### config.mk
export PLATFORM = sky130hd
export DESIGN_NAME = touch_swipe_detector
export DESIGN_NICKNAME = d
export VERILOG_FILES = /design/src/hdl/tsd_pkg.sv /design/src/hdl/tsd_div.sv /design/src/hdl/tsd_ctrl.sv /design/src/hdl/tsd_dp.sv /design/src/hdl/touch_swipe_detector.sv
export SDC_FILE = /design/constraint.sdc
export NUM_CORES = 2
export LEC_CHECK = 0
export BUFFER_PORTS_ARGS = -buffer_cell sky130_fd_sc_hd__buf_2
export CAP_MARGIN = 10
export CORE_ASPECT_RATIO = 0.7
export CORE_MARGIN = 2
export CORE_UTILIZATION = 54
export DETAILED_ROUTE_END_ITERATION = 12
export HOLD_SLACK_MARGIN = 0.06
export MAX_ROUTING_LAYER = met4
export PLACE_DENSITY = 0.7
export SLEW_MARGIN = 5
export SYNTH_ARGS = -nofsm -noshare
export SYNTH_HDL_FRONTEND = slang
export SYNTH_SLANG_ARGS = --single-unit
### constraint.sdc
create_clock -name i_clk -period 4.95 [get_ports i_clk]
set_clock_uncertainty 0.15 [all_clocks]
set_input_delay 1.2375 -clock i_clk [delete_from_list [all_inputs] [get_ports i_clk]]
set_output_delay 1.2375 -clock i_clk [all_outputs]
set_load 0.01 [all_outputs]
### src/hdl/tsd_pkg.sv
// Shared types and constants of the touch swipe detector.
`default_nettype none

package tsd_pkg;

    localparam int POS_W    = 12;
    localparam int TIME_W   = 32;
    localparam int VEL_W    = 32;
    localparam int GEST_W   = 3;
    localparam int EV_W     = 2;
    localparam int THR_W    = 8;
    localparam int Q_FRAC   = 16;
    localparam int ENTRY_W  = 2 * POS_W + TIME_W;
    localparam int IN_DATA_W  = 56;
    localparam int IN_USER_W  = 8;
    localparam int OUT_DATA_W = 40;

    localparam logic [EV_W-1:0] EV_PRESS   = 2'd0;
    localparam logic [EV_W-1:0] EV_RELEASE = 2'd1;
    localparam logic [EV_W-1:0] EV_MOVE    = 2'd2;
    localparam logic [EV_W-1:0] EV_NONE    = 2'd3;

    localparam logic [GEST_W-1:0] GEST_NONE  = 3'd0;
    localparam logic [GEST_W-1:0] GEST_RIGHT = 3'd1;
    localparam logic [GEST_W-1:0] GEST_LEFT  = 3'd2;
    localparam logic [GEST_W-1:0] GEST_DOWN  = 3'd3;
    localparam logic [GEST_W-1:0] GEST_UP    = 3'd4;

    localparam logic [THR_W-1:0] THR_RESET = 8'd20;

    localparam logic [VEL_W-1:0] VEL_MAX = 32'h7FFF_FFFF;
    localparam logic [VEL_W-1:0] VEL_MIN = 32'h8000_0000;

    typedef enum logic [3:0] {
        S_IDLE,
        S_UPDATE,
        S_EVAL,
        S_WALK,
        S_CLASS,
        S_RATE,
        S_DIV,
        S_VEL,
        S_DONE
    } t_state;

    typedef struct packed {
        logic update;
        logic walk_start;
        logic classify;
        logic div_start;
        logic vel_load;
        logic out_load;
    } t_cmd;

    typedef struct packed {
        logic enough_pts;
        logic walk_done;
        logic locked;
        logic span_zero;
        logic div_busy;
        logic out_free;
    } t_stat;

endpackage

`default_nettype wire

### src/hdl/tsd_div.sv
// Restoring divider, one quotient bit per cycle, unsigned operands.
`default_nettype none

module tsd_div #(
    parameter int DIVD_W = 34
) (
    input  wire                              i_clk,
    input  wire                              i_rst_n,
    input  wire                              i_start,
    input  wire  [DIVD_W-1:0]                i_dividend,
    input  wire  [tsd_pkg::TIME_W-1:0]       i_divisor,
    output logic                             o_busy,
    output logic [DIVD_W-1:0]                o_quotient
);

    localparam int REM_W = tsd_pkg::TIME_W + 1;
    localparam int CNT_W = $clog2(DIVD_W + 1);

    logic [REM_W-1:0]            r_rem;
    logic [DIVD_W-1:0]           r_quo;
    logic [tsd_pkg::TIME_W-1:0]  r_div;
    logic [CNT_W-1:0]            r_cnt;
    logic                        r_busy;

    logic [REM_W-1:0] rem_sh;
    logic [REM_W-1:0] div_x;
    logic             fits;

    assign rem_sh = {r_rem[REM_W-2:0], r_quo[DIVD_W-1]};
    assign div_x  = {1'b0, r_div};
    assign fits   = (rem_sh >= div_x);

    always_ff @(posedge i_clk) begin
        if (!i_rst_n) begin
            r_busy <= 1'b0;
            r_cnt  <= '0;
        end else if (i_start) begin
            r_busy <= 1'b1;
            r_cnt  <= CNT_W'(DIVD_W);
        end else if (r_busy) begin
            r_cnt <= r_cnt - 1'b1;
            if (r_cnt == CNT_W'(1)) begin
                r_busy <= 1'b0;
            end
        end
    end

    always_ff @(posedge i_clk) begin
        if (i_start) begin
            r_rem <= '0;
            r_quo <= i_dividend;
            r_div <= i_divisor;
        end else if (r_busy) begin
            r_rem <= fits ? (rem_sh - div_x) : rem_sh;
            r_quo <= {r_quo[DIVD_W-2:0], fits};
        end
    end

    assign o_busy     = r_busy;
    assign o_quotient = r_quo;

endmodule

`default_nettype wire

### src/hdl/tsd_ctrl.sv
// Sequencer of the swipe detector: steps one touch report through the datapath.
`default_nettype none

module tsd_ctrl (
    input  wire             i_clk,
    input  wire             i_rst_n,
    input  wire             i_in_valid,
    output logic            o_in_ready,
    output tsd_pkg::t_cmd   o_cmd,
    input  tsd_pkg::t_stat  i_stat
);

    tsd_pkg::t_state r_state;
    tsd_pkg::t_state n_state;

    always_ff @(posedge i_clk) begin
        if (!i_rst_n) begin
            r_state <= tsd_pkg::S_IDLE;
        end else begin
            r_state <= n_state;
        end
    end

    always_comb begin
        n_state = r_state;
        unique case (r_state)
            tsd_pkg::S_IDLE: begin
                if (i_in_valid) n_state = tsd_pkg::S_UPDATE;
            end
            tsd_pkg::S_UPDATE: n_state = tsd_pkg::S_EVAL;
            tsd_pkg::S_EVAL: begin
                n_state = i_stat.enough_pts ? tsd_pkg::S_WALK : tsd_pkg::S_DONE;
            end
            tsd_pkg::S_WALK: begin
                if (i_stat.walk_done) n_state = tsd_pkg::S_CLASS;
            end
            tsd_pkg::S_CLASS: n_state = tsd_pkg::S_RATE;
            tsd_pkg::S_RATE: begin
                if (!i_stat.locked) begin
                    n_state = tsd_pkg::S_DONE;
                end else if (i_stat.span_zero) begin
                    n_state = tsd_pkg::S_VEL;
                end else begin
                    n_state = tsd_pkg::S_DIV;
                end
            end
            tsd_pkg::S_DIV: begin
                if (!i_stat.div_busy) n_state = tsd_pkg::S_VEL;
            end
            tsd_pkg::S_VEL: n_state = tsd_pkg::S_DONE;
            tsd_pkg::S_DONE: begin
                if (i_stat.out_free) n_state = tsd_pkg::S_IDLE;
            end
            default: n_state = tsd_pkg::S_IDLE;
        endcase
    end

    always_comb begin
        o_cmd      = '0;
        o_in_ready = 1'b0;
        unique case (r_state)
            tsd_pkg::S_IDLE:   o_in_ready = 1'b1;
            tsd_pkg::S_UPDATE: o_cmd.update = 1'b1;
            tsd_pkg::S_EVAL:   o_cmd.walk_start = i_stat.enough_pts;
            tsd_pkg::S_WALK:   ;
            tsd_pkg::S_CLASS:  o_cmd.classify = 1'b1;
            tsd_pkg::S_RATE:   o_cmd.div_start = i_stat.locked && !i_stat.span_zero;
            tsd_pkg::S_DIV:    ;
            tsd_pkg::S_VEL:    o_cmd.vel_load = 1'b1;
            tsd_pkg::S_DONE:   o_cmd.out_load = i_stat.out_free;
            default:           ;
        endcase
    end

endmodule

`default_nettype wire

### src/hdl/tsd_dp.sv
// Datapath: touch history ring, displacement sums, classification, velocity, output register.
`default_nettype none

module tsd_dp #(
    parameter int HISTORY_DEPTH = 16,
    parameter int MIN_POINTS    = 5
) (
    input  wire                                i_clk,
    input  wire                                i_rst_n,
    input  wire                                i_accept,
    input  wire  [tsd_pkg::EV_W-1:0]           i_event,
    input  wire  [tsd_pkg::POS_W-1:0]          i_pos_x,
    input  wire  [tsd_pkg::POS_W-1:0]          i_pos_y,
    input  wire  [tsd_pkg::TIME_W-1:0]         i_time,
    input  wire                                i_cfg_we,
    input  wire  [tsd_pkg::THR_W-1:0]          i_cfg_wdata,
    input  tsd_pkg::t_cmd                      i_cmd,
    output tsd_pkg::t_stat                     o_stat,
    output logic                               o_out_valid,
    input  wire                                i_out_ready,
    output logic [tsd_pkg::OUT_DATA_W-1:0]     o_out_data
);

    localparam int AW     = $clog2(HISTORY_DEPTH);
    localparam int CW     = $clog2(HISTORY_DEPTH + 1);
    localparam int SUM_W  = tsd_pkg::POS_W + AW + 1;
    localparam int MAG_W  = SUM_W - 1;
    localparam int DIVD_W = MAG_W + tsd_pkg::Q_FRAC;
    localparam int QX_W   = (DIVD_W > 33) ? DIVD_W : 33;
    localparam int PAD_W  = tsd_pkg::OUT_DATA_W - tsd_pkg::GEST_W - tsd_pkg::VEL_W - 1;

    // input capture
    logic [tsd_pkg::EV_W-1:0]   r_ev;
    logic [tsd_pkg::POS_W-1:0]  r_x;
    logic [tsd_pkg::POS_W-1:0]  r_y;
    logic [tsd_pkg::TIME_W-1:0] r_t;

    // touch state
    logic [tsd_pkg::THR_W-1:0]  r_thr;
    logic [AW-1:0]              r_newest;
    logic [CW-1:0]              r_count;
    logic                       r_lock;
    logic [tsd_pkg::GEST_W-1:0] r_gest;
    logic [tsd_pkg::VEL_W-1:0]  r_vel;

    // history ring
    logic [tsd_pkg::ENTRY_W-1:0] mem [HISTORY_DEPTH];
    logic [tsd_pkg::ENTRY_W-1:0] r_rd_data;
    logic [AW-1:0]               r_ptr;
    logic [CW-1:0]               r_left;
    logic                        r_issue_first;
    logic                        r_rd_vld;
    logic                        r_rd_first;

    // walk results
    logic [tsd_pkg::POS_W-1:0]   r_nx;
    logic [tsd_pkg::POS_W-1:0]   r_ny;
    logic [tsd_pkg::TIME_W-1:0]  r_tnew;
    logic [tsd_pkg::TIME_W-1:0]  r_told;
    logic signed [SUM_W-1:0]     r_sx;
    logic signed [SUM_W-1:0]     r_sy;

    // output register
    logic                            r_out_vld;
    logic [tsd_pkg::OUT_DATA_W-1:0]  r_out_data;

    logic                        push;
    logic [AW-1:0]               wr_addr;
    logic [AW-1:0]               newest_inc;
    logic [tsd_pkg::POS_W-1:0]   rd_x;
    logic [tsd_pkg::POS_W-1:0]   rd_y;
    logic [tsd_pkg::TIME_W-1:0]  rd_t;
    logic signed [tsd_pkg::POS_W:0] diff_x;
    logic signed [tsd_pkg::POS_W:0] diff_y;
    logic [SUM_W-1:0]            mag_x;
    logic [SUM_W-1:0]            mag_y;
    logic [SUM_W-1:0]            thr_x;
    logic                        axis_x;
    logic                        neg;
    logic [SUM_W-1:0]            mag_axis;
    logic [tsd_pkg::TIME_W-1:0]  span;
    logic                        div_busy;
    logic [DIVD_W-1:0]           div_quo;
    logic [QX_W-1:0]             quo_x;
    logic [tsd_pkg::VEL_W-1:0]   vel_sat;

    always_ff @(posedge i_clk) begin
        if (i_accept) begin
            r_ev <= i_event;
            r_x  <= i_pos_x;
            r_y  <= i_pos_y;
            r_t  <= i_time;
        end
    end

    always_ff @(posedge i_clk) begin
        if (!i_rst_n) begin
            r_thr <= tsd_pkg::THR_RESET;
        end else if (i_cfg_we) begin
            r_thr <= i_cfg_wdata;
        end
    end

    assign newest_inc = (r_newest == AW'(HISTORY_DEPTH - 1)) ? '0 : r_newest + 1'b1;
    assign push       = i_cmd.update && (r_ev == tsd_pkg::EV_PRESS || r_ev == tsd_pkg::EV_MOVE);
    assign wr_addr    = (r_ev == tsd_pkg::EV_PRESS || r_count == '0) ? '0 : newest_inc;

    assign rd_x = r_rd_data[tsd_pkg::POS_W-1:0];
    assign rd_y = r_rd_data[2*tsd_pkg::POS_W-1:tsd_pkg::POS_W];
    assign rd_t = r_rd_data[tsd_pkg::ENTRY_W-1:2*tsd_pkg::POS_W];

    assign diff_x = $signed({1'b0, r_nx}) - $signed({1'b0, rd_x});
    assign diff_y = $signed({1'b0, r_ny}) - $signed({1'b0, rd_y});

    assign mag_x  = r_sx[SUM_W-1] ? SUM_W'(-r_sx) : SUM_W'(r_sx);
    assign mag_y  = r_sy[SUM_W-1] ? SUM_W'(-r_sy) : SUM_W'(r_sy);
    assign thr_x  = SUM_W'(r_thr);

    // velocity inputs follow the locked gesture's axis
    assign axis_x   = (r_gest == tsd_pkg::GEST_RIGHT || r_gest == tsd_pkg::GEST_LEFT);
    assign neg      = axis_x ? r_sx[SUM_W-1] : r_sy[SUM_W-1];
    assign mag_axis = axis_x ? mag_x : mag_y;
    assign span     = r_tnew - r_told;

    always_ff @(posedge i_clk) begin
        if (!i_rst_n) begin
            r_newest <= '0;
            r_count  <= '0;
            r_lock   <= 1'b0;
            r_gest   <= tsd_pkg::GEST_NONE;
            r_vel    <= '0;
        end else if (i_cmd.update) begin
            case (r_ev)
                tsd_pkg::EV_RELEASE: begin
                    r_newest <= '0;
                    r_count  <= '0;
                    r_lock   <= 1'b0;
                    r_gest   <= tsd_pkg::GEST_NONE;
                    r_vel    <= '0;
                end
                tsd_pkg::EV_PRESS: begin
                    r_newest <= '0;
                    r_count  <= CW'(1);
                    r_lock   <= 1'b0;
                    r_gest   <= tsd_pkg::GEST_NONE;
                    r_vel    <= '0;
                end
                tsd_pkg::EV_MOVE: begin
                    r_newest <= wr_addr;
                    if (r_count != CW'(HISTORY_DEPTH)) begin
                        r_count <= r_count + 1'b1;
                    end
                end
                default: ;
            endcase
        end else if (i_cmd.classify && !r_lock) begin
            // a tie in magnitude goes to the y axis
            if (mag_x > mag_y) begin
                if (mag_x > thr_x) begin
                    r_lock <= 1'b1;
                    r_gest <= r_sx[SUM_W-1] ? tsd_pkg::GEST_LEFT : tsd_pkg::GEST_RIGHT;
                end
            end else if (mag_y > thr_x) begin
                r_lock <= 1'b1;
                r_gest <= r_sy[SUM_W-1] ? tsd_pkg::GEST_UP : tsd_pkg::GEST_DOWN;
            end
        end else if (i_cmd.vel_load) begin
            r_vel <= (span == '0) ? '0 : vel_sat;
        end
    end

    always_ff @(posedge i_clk) begin
        if (push) begin
            mem[wr_addr] <= {r_t, r_y, r_x};
        end
        r_rd_data <= mem[r_ptr];
    end

    // walk newest to oldest, one read per cycle
    always_ff @(posedge i_clk) begin
        if (!i_rst_n) begin
            r_left        <= '0;
            r_rd_vld      <= 1'b0;
            r_issue_first <= 1'b0;
            r_rd_first    <= 1'b0;
        end else if (i_cmd.walk_start) begin
            r_left        <= r_count;
            r_rd_vld      <= 1'b0;
            r_issue_first <= 1'b1;
        end else begin
            r_rd_vld <= (r_left != '0);
            if (r_left != '0) begin
                r_left        <= r_left - 1'b1;
                r_rd_first    <= r_issue_first;
                r_issue_first <= 1'b0;
            end
        end
    end

    always_ff @(posedge i_clk) begin
        if (i_cmd.walk_start) begin
            r_ptr <= r_newest;
        end else if (r_left != '0) begin
            r_ptr <= (r_ptr == '0) ? AW'(HISTORY_DEPTH - 1) : r_ptr - 1'b1;
        end
    end

    always_ff @(posedge i_clk) begin
        if (i_cmd.walk_start) begin
            r_sx <= '0;
            r_sy <= '0;
        end else if (r_rd_vld) begin
            r_told <= rd_t;
            if (r_rd_first) begin
                r_nx   <= rd_x;
                r_ny   <= rd_y;
                r_tnew <= rd_t;
            end else begin
                r_sx <= r_sx + SUM_W'(diff_x);
                r_sy <= r_sy + SUM_W'(diff_y);
            end
        end
    end

    tsd_div #(
        .DIVD_W (DIVD_W)
    ) u_div (
        .i_clk      (i_clk),
        .i_rst_n    (i_rst_n),
        .i_start    (i_cmd.div_start),
        .i_dividend ({mag_axis[MAG_W-1:0], {tsd_pkg::Q_FRAC{1'b0}}}),
        .i_divisor  (span),
        .o_busy     (div_busy),
        .o_quotient (div_quo)
    );

    assign quo_x = QX_W'(div_quo);

    always_comb begin
        if (!neg) begin
            vel_sat = (quo_x > QX_W'(tsd_pkg::VEL_MAX)) ? tsd_pkg::VEL_MAX
                                                        : quo_x[tsd_pkg::VEL_W-1:0];
        end else begin
            vel_sat = (quo_x > QX_W'(tsd_pkg::VEL_MIN)) ? tsd_pkg::VEL_MIN
                                                        : -quo_x[tsd_pkg::VEL_W-1:0];
        end
    end

    always_ff @(posedge i_clk) begin
        if (!i_rst_n) begin
            r_out_vld <= 1'b0;
        end else if (i_cmd.out_load) begin
            r_out_vld <= 1'b1;
        end else if (i_out_ready) begin
            r_out_vld <= 1'b0;
        end
    end

    always_ff @(posedge i_clk) begin
        if (i_cmd.out_load) begin
            r_out_data <= {{PAD_W{1'b0}}, r_lock, r_vel, r_gest};
        end
    end

    assign o_out_valid = r_out_vld;
    assign o_out_data  = r_out_data;

    assign o_stat.enough_pts = (int'(r_count) > MIN_POINTS);
    assign o_stat.walk_done  = (r_left == '0) && !r_rd_vld;
    assign o_stat.locked     = r_lock;
    assign o_stat.span_zero  = (span == '0);
    assign o_stat.div_busy   = div_busy;
    assign o_stat.out_free   = !r_out_vld || i_out_ready;

endmodule

`default_nettype wire

### src/hdl/touch_swipe_detector.sv
// From input transfer to output register, a report with at most MIN_POINTS points held skips
// the walk of the history ring; with more points the ring is walked, one entry per cycle,
// and only a locked gesture with a nonzero time span runs the divider, one bit per cycle.
// One report at a time: tready returns when the result enters the output register, and a
// stalled output register holds it off.
// Reset (synchronous, active low) empties the history, clears lock, gesture and velocity.
`default_nettype none

module touch_swipe_detector #(
    parameter int HISTORY_DEPTH = 16,
    parameter int MIN_POINTS    = 5
) (
    input  wire                               i_clk,
    input  wire                               i_rst_n,
    input  wire                               i_s_axis_tvalid,
    output logic                              o_s_axis_tready,
    // [11:0] pos_x, [23:12] pos_y, [55:24] time_ms
    input  wire  [tsd_pkg::IN_DATA_W-1:0]     i_s_axis_tdata,
    // [1:0] touch_event, rest zero
    input  wire  [tsd_pkg::IN_USER_W-1:0]     i_s_axis_tuser,
    output logic                              o_m_axis_tvalid,
    input  wire                               i_m_axis_tready,
    // [2:0] gesture, [34:3] velocity, [35] locked, rest zero
    output logic [tsd_pkg::OUT_DATA_W-1:0]    o_m_axis_tdata,
    input  wire                               i_cfg_we,
    input  wire  [tsd_pkg::THR_W-1:0]         i_cfg_wdata
);

    tsd_pkg::t_cmd  cmd;
    tsd_pkg::t_stat stat;
    logic           in_ready;
    logic           accept;

    assign accept          = i_s_axis_tvalid && in_ready;
    assign o_s_axis_tready = in_ready;

    tsd_ctrl u_ctrl (
        .i_clk      (i_clk),
        .i_rst_n    (i_rst_n),
        .i_in_valid (i_s_axis_tvalid),
        .o_in_ready (in_ready),
        .o_cmd      (cmd),
        .i_stat     (stat)
    );

    tsd_dp #(
        .HISTORY_DEPTH (HISTORY_DEPTH),
        .MIN_POINTS    (MIN_POINTS)
    ) u_dp (
        .i_clk       (i_clk),
        .i_rst_n     (i_rst_n),
        .i_accept    (accept),
        .i_event     (i_s_axis_tuser[tsd_pkg::EV_W-1:0]),
        .i_pos_x     (i_s_axis_tdata[11:0]),
        .i_pos_y     (i_s_axis_tdata[23:12]),
        .i_time      (i_s_axis_tdata[55:24]),
        .i_cfg_we    (i_cfg_we),
        .i_cfg_wdata (i_cfg_wdata),
        .i_cmd       (cmd),
        .o_stat      (stat),
        .o_out_valid (o_m_axis_tvalid),
        .i_out_ready (i_m_axis_tready),
        .o_out_data  (o_m_axis_tdata)
    );

endmodule

`default_nettype wire

* Yosys cells after proc, flatten, opt, wreduce, memory -nomap -nowiden
Memory sizes are Yosys's and may differ from the RTL's. A register that Yosys moved wholly into a read port is not among the register bits. Index checks and enable logic that the tools add are counted.
Word-level totals: word-level logic and storage cells 184, RAM bits 896, bits in registers 389, output and inout bits 42, memories 1
Memory list:
- u_dp.mem | depth 16, width 56, rd ports 1, clocked after memory_dff 1, write ports 1, RTL line tsd_dp.sv:47 | logic [tsd_pkg::ENTRY_W-1:0] mem [HISTORY_DEPTH];
Operators by class: order comparisons 7, add/subtract/negate cells 14, reduce and logical (&&, ||, !) cells 40, muxes and demuxes 65, eq/ne operators 23, bitwise operators 3
Operator list (number):
- 32-bit two-way mux | 11
- 32-bit subtractor | 2
- 4-bit two-way mux | 11
- 4-bit case mux with 9 select lines | 1
- 17-bit by 13-bit adder with 17-bit output | 2
- 17-bit by 8-bit > comparator with 1-bit output | 2
- 17-bit two-way mux | 2
- 17-bit negator | 2
- 33-bit by 32-bit greater-or-equal comparator with 1-bit output | 1
- 32-bit by 31-bit > comparator with 1-bit output, second input constant | 1
- 32-bit > comparator, second input constant | 1
- 32-bit zero test | 1
- 32-bit negator | 1
- 12-bit by 12-bit subtractor with 13-bit output | 2
- 1-bit two-way mux | 24
- 3-bit two-way mux | 7
- 17-bit > comparator | 1
- 4-bit by 3-bit equality test with 1-bit output, second input constant | 4
- 16-bit two-way mux | 1
- 5-bit two-way mux | 3
- 5-bit case mux with 3 select lines | 1
- 6-bit two-way mux | 2
- 2-bit nonzero test | 6
- 5-bit zero test | 2
- 32 further kinds | 61

* Logic depth before layout (Yosys ltp)
depth after elaboration 8, mapped depth 23

* By module
Synthesis repeated with hierarchy kept, for this count alone.
Unflattened totals: cell total of the unflattened synthesis 3742, area total of the unflattened synthesis 58045.7 µm²
Modules (own cells, without submodules):
- tsd_dp | area each 51640.8 µm², times used 1, cells each 3087, sequential area each 35534.1 µm²
- tsd_div | area each 6039.5 µm², times used 1, cells each 606, sequential area each 2702.6 µm²
- tsd_ctrl | area each 359.1 µm², times used 1, cells each 48, sequential area each 80.1 µm²
- touch_swipe_detector | area each 6.3 µm², times used 1, cells each 1, sequential area each 0.0 µm²

* Worst setup path before layout
No wires, ideal clock.
path type reg2reg, from reg u_dp.r_count[0], to mem u_dp.mem[7][0] (netlist bit) (enable), buffers on the path 0, required time 4330 ps, stages on the path, launching flop included 8, arrival 3929 ps, slack 400 ps, cell sequence dfxtp_1 > inv_1 > ha_1 > nand2_1 > o22ai_1 > a311oi_1 > nand3_1 > nor2_1
Between the ends: cells in the longest elaborated chain, start to end 3
RTL lines:
- start, declared | RTL line tsd_dp.sv:41 | logic [CW-1:0] r_count;
- start signal, assigned | RTL line tsd_dp.sv:151 | r_count <= r_count + 1'b1;
- 5-bit zero test | RTL line tsd_dp.sv:106 | assign wr_addr = (r_ev == tsd_pkg::EV_PRESS || r_count == '0) ? '0 : newest_inc;
- 1-bit logical OR | RTL line tsd_dp.sv:106
- 4-bit two-way mux | RTL line tsd_dp.sv:106
- end, declared | RTL line tsd_dp.sv:47
Every way passes these cells.

* Final worst setup path
from reg u_dp.r_sx[0], to reg u_dp.r_gest[2] (netlist bit)
Between the ends: cells in the longest elaborated chain, start to end 6, elaborated cells between the ends (all ways) 10
RTL lines:
- start, declared | RTL line tsd_dp.sv:60 | logic signed [SUM_W-1:0] r_sx;
- start signal, assigned | RTL line tsd_dp.sv:219 | r_sx <= r_sx + SUM_W'(diff_x);
- 17-bit negator | RTL line tsd_dp.sv:115 | assign mag_x = r_sx[SUM_W-1] ? SUM_W'(-r_sx) : SUM_W'(r_sx);
- 17-bit two-way mux (*) | RTL line tsd_dp.sv:115
- 17-bit > comparator | RTL line tsd_dp.sv:158 | if (mag_x > mag_y) begin
- 3-bit two-way mux | RTL line tsd_dp.sv:158
- 3-bit two-way mux | RTL line tsd_dp.sv:156 | end else if (i_cmd.classify && !r_lock) begin
- 3-bit two-way mux | RTL line tsd_dp.sv:132 | end else if (i_cmd.update) begin
- end signal, assigned | RTL line tsd_dp.sv:130 | r_gest <= tsd_pkg::GEST_NONE;
- end signal, assigned | RTL line tsd_dp.sv:138 | r_gest <= tsd_pkg::GEST_NONE;
- end signal, assigned | RTL line tsd_dp.sv:161 | r_gest <= r_sx[SUM_W-1] ? tsd_pkg::GEST_LEFT : tsd_pkg::GEST_RIGHT;
- end, declared | RTL line tsd_dp.sv:43 | logic [tsd_pkg::GEST_W-1:0] r_gest;
Every way passes the cells marked *; elsewhere a longest branch is shown, timed or not. The select of a mux whose other input is x is not followed. A chain may end at the register's enable or synchronous reset.

==> flow_summary.yaml <==
hold_path:
  whs_path_depth: 0
  hold_class: "register to register"
  min-delay-start: "u_dp.r_vel[23]$_SDFFE_PN0P_"
  min_to: "u_dp.o_out_data[26]$_DFFE_PP_"
critical_path:
  r2r_cells: 15
  r2r_end: "u_dp.r_gest[2]$_SDFFE_PN0P_"
  critPathCaptureType: "register"
  worstReg2RegStart: "u_dp.r_sx[0]$_SDFFE_PP0P_"
  regToRegSetupSlack_ns: 0.29
  worst-setup-path-type: "register to register"
  startpoint_type: "register"
  startpoint: "u_dp.r_sx[0]$_SDFFE_PP0P_"
  arrival_ns: 5.12
  crit_fanout: 4
  required_ns: 5.41
logic_synthesis:
  yosys.area.top_type_share_pct: 59.6
  yosysWarnings: 0
  ys_seq_area_share_pct: 67.1
  synth_edf_count: 1130
  yosys.area.top_type: "edfxtp_1"
  ys_ff_latch: 1341
  syn_area_per_cell_um2: 15.9
  synth-main-ff-cell: "edfxtp_1"
  synth_common_cells: "edfxtp_1, mux4_2, nor2_1"
  ys_types: 78
  ys_top_cells_by_area: "edfxtp_1, mux4_2, dfxtp_1, ha_1, a21oi_1"
  synthArstFlopShare_pct: 0
  synth_cells: 3581
  syn_area_mm2: 0.0569
  synth.most_common_cell: "edfxtp_1"
grt:
  grt-ovfl-total: 0
  grt_pass1_wl_mm: 186
  grt_max_degree: 104
  track_usage_pct: 23.6
  grt_pass1_vias: 30100
  antenna_found_initial: 2
floorplan:
  die_h_um: 276
  coreArea_mm2: 0.104
  die-width_um: 392
  row_count: 99
  io_pins: 119
  fp.dieArea_mm2: 0.108
  start_util_pct: 54.6
route:
  vias: 31300
  drt-initial-drc-count: 3520
  drt-vias-per-instance: 5.98
  met3_length_mm: 9.79
  drt_wl_total_mm: 122
  wl_met1_mm: 55.7
  antenna_left: 0
  dr.pass1.iters: 5
  drc_errors: 0
  wl_per_cell_um: 23.2
  top_layer: "met4"
  met2_length_mm: 54.0
power:
  max-vdd-ir-drop_mv: 0.426
  leakage_uw: 0.0217
  p_per_area_mw_per_mm2: 587
  power_uw: 37200
clock_tree:
  insertion_delay_ns: 0.74
  post-cts-setup-buffers: 0
  ctsRootBufferMaster: "clkbuf_16"
  cts_tree: "done"
  clockBufferDepth: 3
  cts_max_level: 3
  cts_made_buffers: 119
  clock_sinks: 1341
  clk_pin_slew_ns: 0.06
flow_run:
  max_cap_viol_count: 0
finish:
  area_delta_synth_final_pct: 11.4
  fill_cells: 7696
  nNetsFinal: 3967
  post-route-util_pct: 60.8
  drive_gt1_share_pct: 18.4
place:
  io_buffers: 108
  hpwlAfterDp_mm: 71.1
  gp_congestion: 0.891
sta:
  rsz0062_at_grt: "false"
  fin_crit_ns: 4.66
  worst_hold_slack_ns: 0.282
  setup_viol: 0
  fin_tns_setup_ns: 0
  hold_viol: 0
  maxSlewHeadroom_pct: 26.6
  fin_crit_sh_pct: 94.1
  fmax_mhz: 215
  worstMarginPinSlew_ns: 1.10
  slew_viol_final: 0
outcome:
  outcome: "finished clean"
==> worst max-delay path: stages (launching register included) <==
cell	delay, ns
dfxtp_1	0.34
inv_1	0.17
ha_1	0.19
nand2_1	0.07
or2_2	0.31
or4_1	0.53
o41ai_1	0.32
xnor2_1	0.17
ha_1	0.33
nand4_1	0.14
or2_2	0.33
a21o_1	0.16
a21oi_1	0.30
mux2_2	0.41
or3_1	0.41
o32ai_1	0.24
==> flip-flops by register name (all words and copies together), names as in the netlist, 32 cells and up <==
| signal | cells |
|---|---|
| u_dp.mem | 896 |
| u_dp.o_out_data | 36 |
| u_dp.r_rd_data | 56 |
| u_dp.r_t | 32 |
| u_dp.r_tnew | 32 |
| u_dp.r_told | 32 |
| u_dp.r_vel | 32 |
| u_dp.u_div.o_quotient | 32 |
| u_dp.u_div.r_div | 32 |
| u_dp.u_div.r_rem | 32 |
==> through the flow <==
step / cell area [um2] / instances / setup slack [ns]
finish: 63400 / 5237 / 0.294
global route: 63400 / 5237 / 0.00599
CTS: 63400 / 5236 / 0.336
detailed placement: 59500 / 5014 / 0.361
global placement: 59500 / 5014 / 0.413
floorplan: 56900 / 3584 / 0.400
==> metal layers <==
metal  up-vias  GRT usage [%]
met5         -              -
li1      14200              -
met1     15800           35.3
met3       153           4.71
met2      1156           34.0
met4         0           4.61
==> layout by cell type, fill, tap and decap left out, types with 39 or more instances in the layout <==
cell / n
a21o_1: 47
ha_1: 163
xor2_1: 55
buf_4: 39
inv_1: 166
o21ai_0: 113
clkbuf_16: 120
mux4_2: 280
a21oi_1: 193
nand3_1: 49
buf_2: 108
mux2i_1: 59
nand2_1: 204
dfxtp_1: 210
xnor2_1: 83
nor2_1: 195
nor3_1: 46
edfxtp_1: 1130
==> cells by family after synthesis <==
| family | Yosys count | share of synthesized area [%] |
|---|---|---|
| fa+ha+maj | 169 | 3.80 |
| xor+xnor | 138 | 2.12 |
| buf+inv | 320 | 2.25 |
| flops | 1341 | 67.1 |
| mux | 344 | 12.2 |
| simple gates | 676 | 5.55 |
| compound gates | 592 | 7.01 |
| other cells | 1 | 0.00659 |
==> worst max path at each step <==
stage / end / slack (ns) / depth (start not counted)
2_1_floorplan: u_dp.mem[7][0]$_DFFE_PP_ / 0.40 / 7
3_3_place_gp: u_dp.r_gest[2]$_SDFFE_PN0P_ / 0.41 / 15
3_5_place_dp: u_dp.r_gest[2]$_SDFFE_PN0P_ / 0.36 / 15
4_1_cts: u_dp.r_gest[2]$_SDFFE_PN0P_ / 0.34 / 15
5_1_grt: u_dp.u_div.o_quotient[19]$_DFFE_PP_ / 0.006 / 16
6_report: u_dp.r_gest[2]$_SDFFE_PN0P_ / 0.29 / 15
==> where the power goes <==
group	internal [uW]	switching [uW]	total, uW
Sequential	14000	1330	15300
Clock	5050	4090	9140
Combinational	5770	6910	12700
Total	24800	12300	37200
==> cell type report <==
cell class	instances	area [um2]	share of cell area, %
clock inverters	68	669	1.06
inverters	166	623	0.983
well taps	1414	1770	2.79
flip-flops and latches	1341	38200	60.2
diodes	1	2.50	0.00395
clock buffers	154	3200	5.05
repair buffers	170	1290	2.04
multi-input cells	1923	17600	27.8
==> what timing repair did <==
action                                  in CTS  in global routing
hold buffers                                 0                  0
endpoints found under the setup margin       0                  5
resized for setup                            0                  2
(Power assumes the default switching activity.)
